### config.mk
export PLATFORM = sky130hd
export DESIGN_NAME = rrc_div
export DESIGN_NICKNAME = d
export VERILOG_FILES = /design/src/rtl/ray_rectangle_closest_hit_core_defines.svh /design/src/rtl/rrc_pkg.sv /design/src/rtl/rrc_div.sv
export SDC_FILE = /design/constraint.sdc
export NUM_CORES = 1
export LEC_CHECK = 0
export BUFFER_PORTS_ARGS = -buffer_cell sky130_fd_sc_hd__buf_2
export CAP_MARGIN = 15
export CORE_UTILIZATION = 55
export DETAILED_ROUTE_END_ITERATION = 12
export HOLD_SLACK_MARGIN = 0.06
export PLACE_DENSITY_LB_ADDON = 0.2
export SLEW_MARGIN = 30
export SYNTH_ARGS = -nofsm -noshare
export SYNTH_HDL_FRONTEND = slang
export SYNTH_SLANG_ARGS = --single-unit
export TNS_END_PERCENT = 100
### constraint.sdc
create_clock -name clk -period 3.7 [get_ports clk]
set_input_delay 0.37 -clock clk [delete_from_list [all_inputs] [get_ports clk]]
set_output_delay 0.37 -clock clk [all_outputs]
set_load 0.01 [all_outputs]
### src/rtl/ray_rectangle_closest_hit_core_defines.svh
// ============================================================================
// Assertion macros for the rectangle closest-hit core
// Shared property shapes used by the core's concurrent checks.
// ============================================================================
`ifndef RAY_RECTANGLE_CLOSEST_HIT_CORE_DEFINES_SVH
`define RAY_RECTANGLE_CLOSEST_HIT_CORE_DEFINES_SVH

// Implication checked on every clock edge outside reset.
`define RRC_ASSERT_IMP(label, ante, cons, msg) \
  label: assert property (@(posedge clk) disable iff (!rst_n) (ante) |-> (cons)) \
    else $error(msg);

// Implication whose consequence is checked on the following clock edge.
`define RRC_ASSERT_NEXT(label, ante, cons, msg) \
  label: assert property (@(posedge clk) disable iff (!rst_n) (ante) |=> (cons)) \
    else $error(msg);

`endif

### src/rtl/rrc_pkg.sv
// ============================================================================
// rrc_pkg
// Types and constants shared by the rectangle closest-hit core.
// ============================================================================
package rrc_pkg;

  localparam int Entries      = 64;
  localparam int IdxW         = $clog2(Entries);
  localparam int FracBits     = 16;
  localparam int PosW         = 14;
  localparam int SizeW        = 15;
  localparam int EntryW       = 3 * PosW + 3 * SizeW + 2 + 1;

  localparam logic [1:0] ModeWrite = 2'd0;
  localparam logic [1:0] ModeQuery = 2'd1;
  localparam logic [1:0] ModeClear = 2'd2;

  localparam logic [0:0] CfgTileScale   = 1'b0;
  localparam logic [0:0] CfgHeightScale = 1'b1;

  // Query sequencer states.
  typedef enum logic [3:0] {
    ST_IDLE,
    ST_READ,
    ST_SCALE,
    ST_OFFSET,
    ST_DIV,
    ST_KCHK,
    ST_MUL,
    ST_TEST,
    ST_DONE
  } state_t;

  typedef struct packed {
    logic signed [PosW-1:0]  px, py, pz;
    logic signed [SizeW-1:0] sx, sy, sz;
    logic [1:0]              axis;
    logic                    coll;
  } entry_t;

  // Divider request and response.
  typedef struct packed {
    logic        start;
    logic [63:0] num;
    logic [63:0] den;
  } div_req_t;

  typedef struct packed {
    logic        busy;
    logic        done;
    logic [63:0] quo;
  } div_rsp_t;

endpackage

### src/rtl/rrc_div.sv
// ============================================================================
// rrc_div
// Unsigned 64-bit restoring divider, one quotient bit per cycle.
// ============================================================================
module rrc_div
  import rrc_pkg::*;
(
  input  logic     clk,
  input  logic     rst_n,
  input  div_req_t req,
  output div_rsp_t rsp
);

  logic [63:0] quo_r, quo_nxt;
  logic [63:0] rem_r, rem_nxt;
  logic [63:0] den_r, den_nxt;
  logic [6:0]  cnt_r, cnt_nxt;
  logic        busy_r, busy_nxt;
  logic        done_r, done_nxt;
  logic [64:0] trial;

  // One shift-subtract step per cycle.
  always_comb begin
    quo_nxt  = quo_r;
    rem_nxt  = rem_r;
    den_nxt  = den_r;
    cnt_nxt  = cnt_r;
    busy_nxt = busy_r;
    done_nxt = 1'b0;
    trial    = {rem_r, quo_r[63]} - {1'b0, den_r};
    if (req.start) begin
      quo_nxt  = req.num;
      rem_nxt  = '0;
      den_nxt  = req.den;
      cnt_nxt  = 7'd64;
      busy_nxt = 1'b1;
    end else if (busy_r) begin
      if (!trial[64]) begin
        rem_nxt = trial[63:0];
        quo_nxt = {quo_r[62:0], 1'b1};
      end else begin
        rem_nxt = {rem_r[62:0], quo_r[63]};
        quo_nxt = {quo_r[62:0], 1'b0};
      end
      cnt_nxt = cnt_r - 7'd1;
      if (cnt_r == 7'd1) begin
        busy_nxt = 1'b0;
        done_nxt = 1'b1;
      end
    end
  end

  always_ff @(posedge clk) begin
    if (!rst_n) begin
      busy_r <= 1'b0;
      done_r <= 1'b0;
      cnt_r  <= '0;
    end else begin
      busy_r <= busy_nxt;
      done_r <= done_nxt;
      cnt_r  <= cnt_nxt;
    end
    quo_r <= quo_nxt;
    rem_r <= rem_nxt;
    den_r <= den_nxt;
  end

  assign rsp.busy = busy_r;
  assign rsp.done = done_r;
  assign rsp.quo  = quo_r;

endmodule

==> out/results.ini <==
[run_status]
status=finished, final reports clean

[worst_setup_path]
cp_data_required_time_ns=4.11
slowest_delay_ns=0.40
crit_path_cell_trace=inv_1 -> ha_1 -> fa_1 -> nor2b_1 -> o31ai_1 -> a31oi_1 -> a31o_2 -> o21ai_4 -> o2111ai_2 -> a21o_2 -> and2_4 -> buf_4 -> o21ai_0 -> a211oi_1
timing.rr.end=rem_r[49]
startpoint_type=register
reg2reg_depth=14
cp-startpoint=quo_r[63]
crit_fanout=13
path_depth=14
regToRegSetupSlack_ns=0.20
cp_num_buf_inv=2
worstSetupEndpointType=register
crit_end=rem_r[49]
timing_worst_setup_path_type=reg -> reg
arrival_ns=3.92
slowest_stage=fa_1
cp_top_family=compound AO/OA/AOI/OAI gates
reg2reg_from=quo_r[63]

[logic_synthesis]
avgSynthCellArea_um2=10.1
synth_cells=1194
yosysWarningCount=0
yosysSeqAreaShare_pct=44.1
synth_nets=1392
synth_edf_count=128
syn_area_um2=12000
synth_cell_types=71
async_flop_share_pct=0
ys_ff_latch=201
ys.flop_type=edfxtp_1

[placement]
placed_area_um2=13200
dp_hpwl_um=21100
dp_slack_ns=0.226
portBuffers=196
gp_congestion=0.908

[layout]
multi_input_area_um2=6040
seqCellArea_um2=5310
stdcell_area_um2=14600
drive_gt1_share_pct=23.0
area_growth_pct=21.5
nNetsFinal=1631
fill_cells=1686
antenna_cells=0
fin_util_pct=68.9

[detailed_routing]
routed_wl_um=29000
dr_wl_met2_um=13900
route.met3.wl_um=1590
wl_met1_um=12700
drc_errors=0
drtAntennaViolNets=0
post_drt_wl_per_cell_um=16.8
firstDrtPassIters=5
vias=9769
drtIter0Drc=659
post_drt_via_cell_ratio=5.66
top_layer=met4

[timing]
fmax_mhz=286
grt_setup_unrepaired=false
skew_ns=0.00730
setup-tns-final_ns=0
slew_violations=0
hold_viol=0
slew_headroom_pct=43.4
setup_viol=0
min_period_ns=3.50
layout_setup_ws_ns=0.199
worst_slew_pin_slew_ns=0.849
finalCritPeriodShare_pct=94.6

[die]
row_count=53
core_um2=21200
die_h_um=150
ioPinCount=197
initial_core_util_pct=56.7
die-area_um2=22500
die_x_um=150

[clock_network]
cts_tree=yes
clk_pin_slew_worst_paths_ns=0.06
insertion_delay_ns=0.52
cts_buffers=23
clk_path_buf_depth=3
htreeDepth=1
clockRootBuffer=clkbuf_16
clkSinkCount=201

[grt]
grt_pass1_wl_um=47200
grt_overflow=0
antenna_found_initial=0
grt_max_degree=71
grt_pass1_vias=9737
gr-usage-all-layers_pct=26.2

[pwr]
cellPowerDensity_nw_per_um2=467
leakagePower_uw=0.00623
vdd_drop_max_mv=0.396

[job]
drv_cap=0

[hold_path]
holdCritPathClass=in -> reg

## stage by stage
step | cells | total power (µW) | hold slack (ns)
2_1_floorplan | 1194 | 3980 | 0.469
3_3_place_gp | 1619 | 4380 | 0.482
3_5_place_dp | 1619 | 4420 | 0.491
4_1_cts | 1725 | 6880 | 0.0678
5_1_grt | 1725 | 7160 | 0.0941
6_report | 1725 | 6830 | 0.0856
## state kept, by name, summed over array words and instances (netlist names)
register,flops
rem_r,64
cnt_r,7
quo_r,64
den_r,64
busy_r,1
done_r,1
## worst min-delay path by stage
stage / from / endpoint / slack, ns / cells past startpoint
detailed placement: cnt_r[1] / cnt_r[1] / 0.49 / 2
CTS: rst_n / cnt_r[6] / 0.07 / 2
global route: rst_n / cnt_r[6] / 0.09 / 2
global placement: cnt_r[1] / cnt_r[1] / 0.48 / 2
floorplan: cnt_r[1] / cnt_r[1] / 0.47 / 2
finish: rst_n / cnt_r[6] / 0.09 / 2
## synthesized netlist by cell type, types with 4 or more instances
cell | count | area (µm²)
dfxtp_1 | 73 | 1460
nand4_1 | 21 | 131
o31ai_1 | 9 | 67.6
clkbuf_1 | 41 | 154
o21a_1 | 15 | 113
o21bai_1 | 14 | 105
buf_12 | 5 | 100
buf_2 | 12 | 60.1
inv_1 | 90 | 338
nand3_1 | 18 | 90.1
nor2_1 | 109 | 409
ha_1 | 66 | 826
a311oi_1 | 5 | 43.8
edfxtp_1 | 128 | 3840
a21o_1 | 27 | 203
a221o_1 | 4 | 40.0
a41oi_1 | 4 | 35.0
a21oi_1 | 81 | 405
o2111ai_1 | 4 | 35.0
nor3_1 | 20 | 100
xnor2_1 | 39 | 342
a31oi_1 | 6 | 37.5
a211oi_1 | 62 | 465
nor4_1 | 5 | 31.3
mux2i_1 | 47 | 470
xor2_1 | 22 | 193
o21ai_0 | 37 | 185
and3_1 | 13 | 81.3
nor2b_1 | 6 | 37.5
a211o_1 | 4 | 35.0
nand2_1 | 75 | 282
mux2_2 | 63 | 709
o21ai_1 | 6 | 30.0
## timing repair
action                     CTS  global route
hold buffers                64             0
hold endpoints to repair    64             0
setup endpoints to repair    0             2
buffers inserted             0             0
gates resized for setup      0             2
## worst reg2reg max path, stage by stage (launching register included)
cell and delay (ns):
edfxtp_1 0.36, inv_1 0.05, ha_1 0.21, fa_1 0.40, nor2b_1 0.18, o31ai_1 0.11, a31oi_1 0.24, a31o_2 0.28
o21ai_4 0.11, o2111ai_2 0.23, a21o_2 0.24, and2_4 0.29, buf_4 0.23, o21ai_0 0.16, a211oi_1 0.29
## cells by family after synthesis
logic type,after synthesis,synth area share (%)
AO/OA/AOI/OAI,307,17.4
AND/OR/NAND/NOR,294,11.4
buffers and inverters,154,5.79
flip-flops,201,44.1
multiplexers,110,9.81
adder cells (fa/ha/maj),67,7.03
XOR/XNOR,61,4.44
## cell usage in the layout (no fill, tap or decap), drive strengths merged, types with 28 or more instances in the layout
cell         Yosys  layout
buf             21     212
edfxtp         128     128
nor2           109     109
inv             90      91
a21oi           84      84
nand2           75      75
dfxtp           73      73
ha              66      66
dlygate4sd3      0      64
mux2            63      63
a211oi          62      62
mux2i           47      47
o21ai           44      44
xnor2           39      39
clkbuf          41      31
a21o            28      28
## final cells by class
type                       instances  share of cell area (%)
sequential                       201                    36.3
clock buffer                      31                    4.42
tap                              275                    2.35
inverter                          92                    2.36
multi-input combinational        839                    41.3
clock inverter                    11                    1.04
timing repair buffer             276                    12.2
## metal layers
layer	global-route usage, %	vias to the layer above
met5	0	-
met4	8.54	0
met3	4.88	58
met2	45.3	296
met1	32.8	4552
li1	-	4863
## where the power goes
part           internal, µW  leakage, µW  switching (µW)  total [µW]
clock                  1440     0.000385             944        2390
sequential             2620      0.00187             131        2750
combinational           750      0.00397             948        1700
total                  4810      0.00623            2020        6830
No activity file was read; power rests on OpenSTA's default activity.
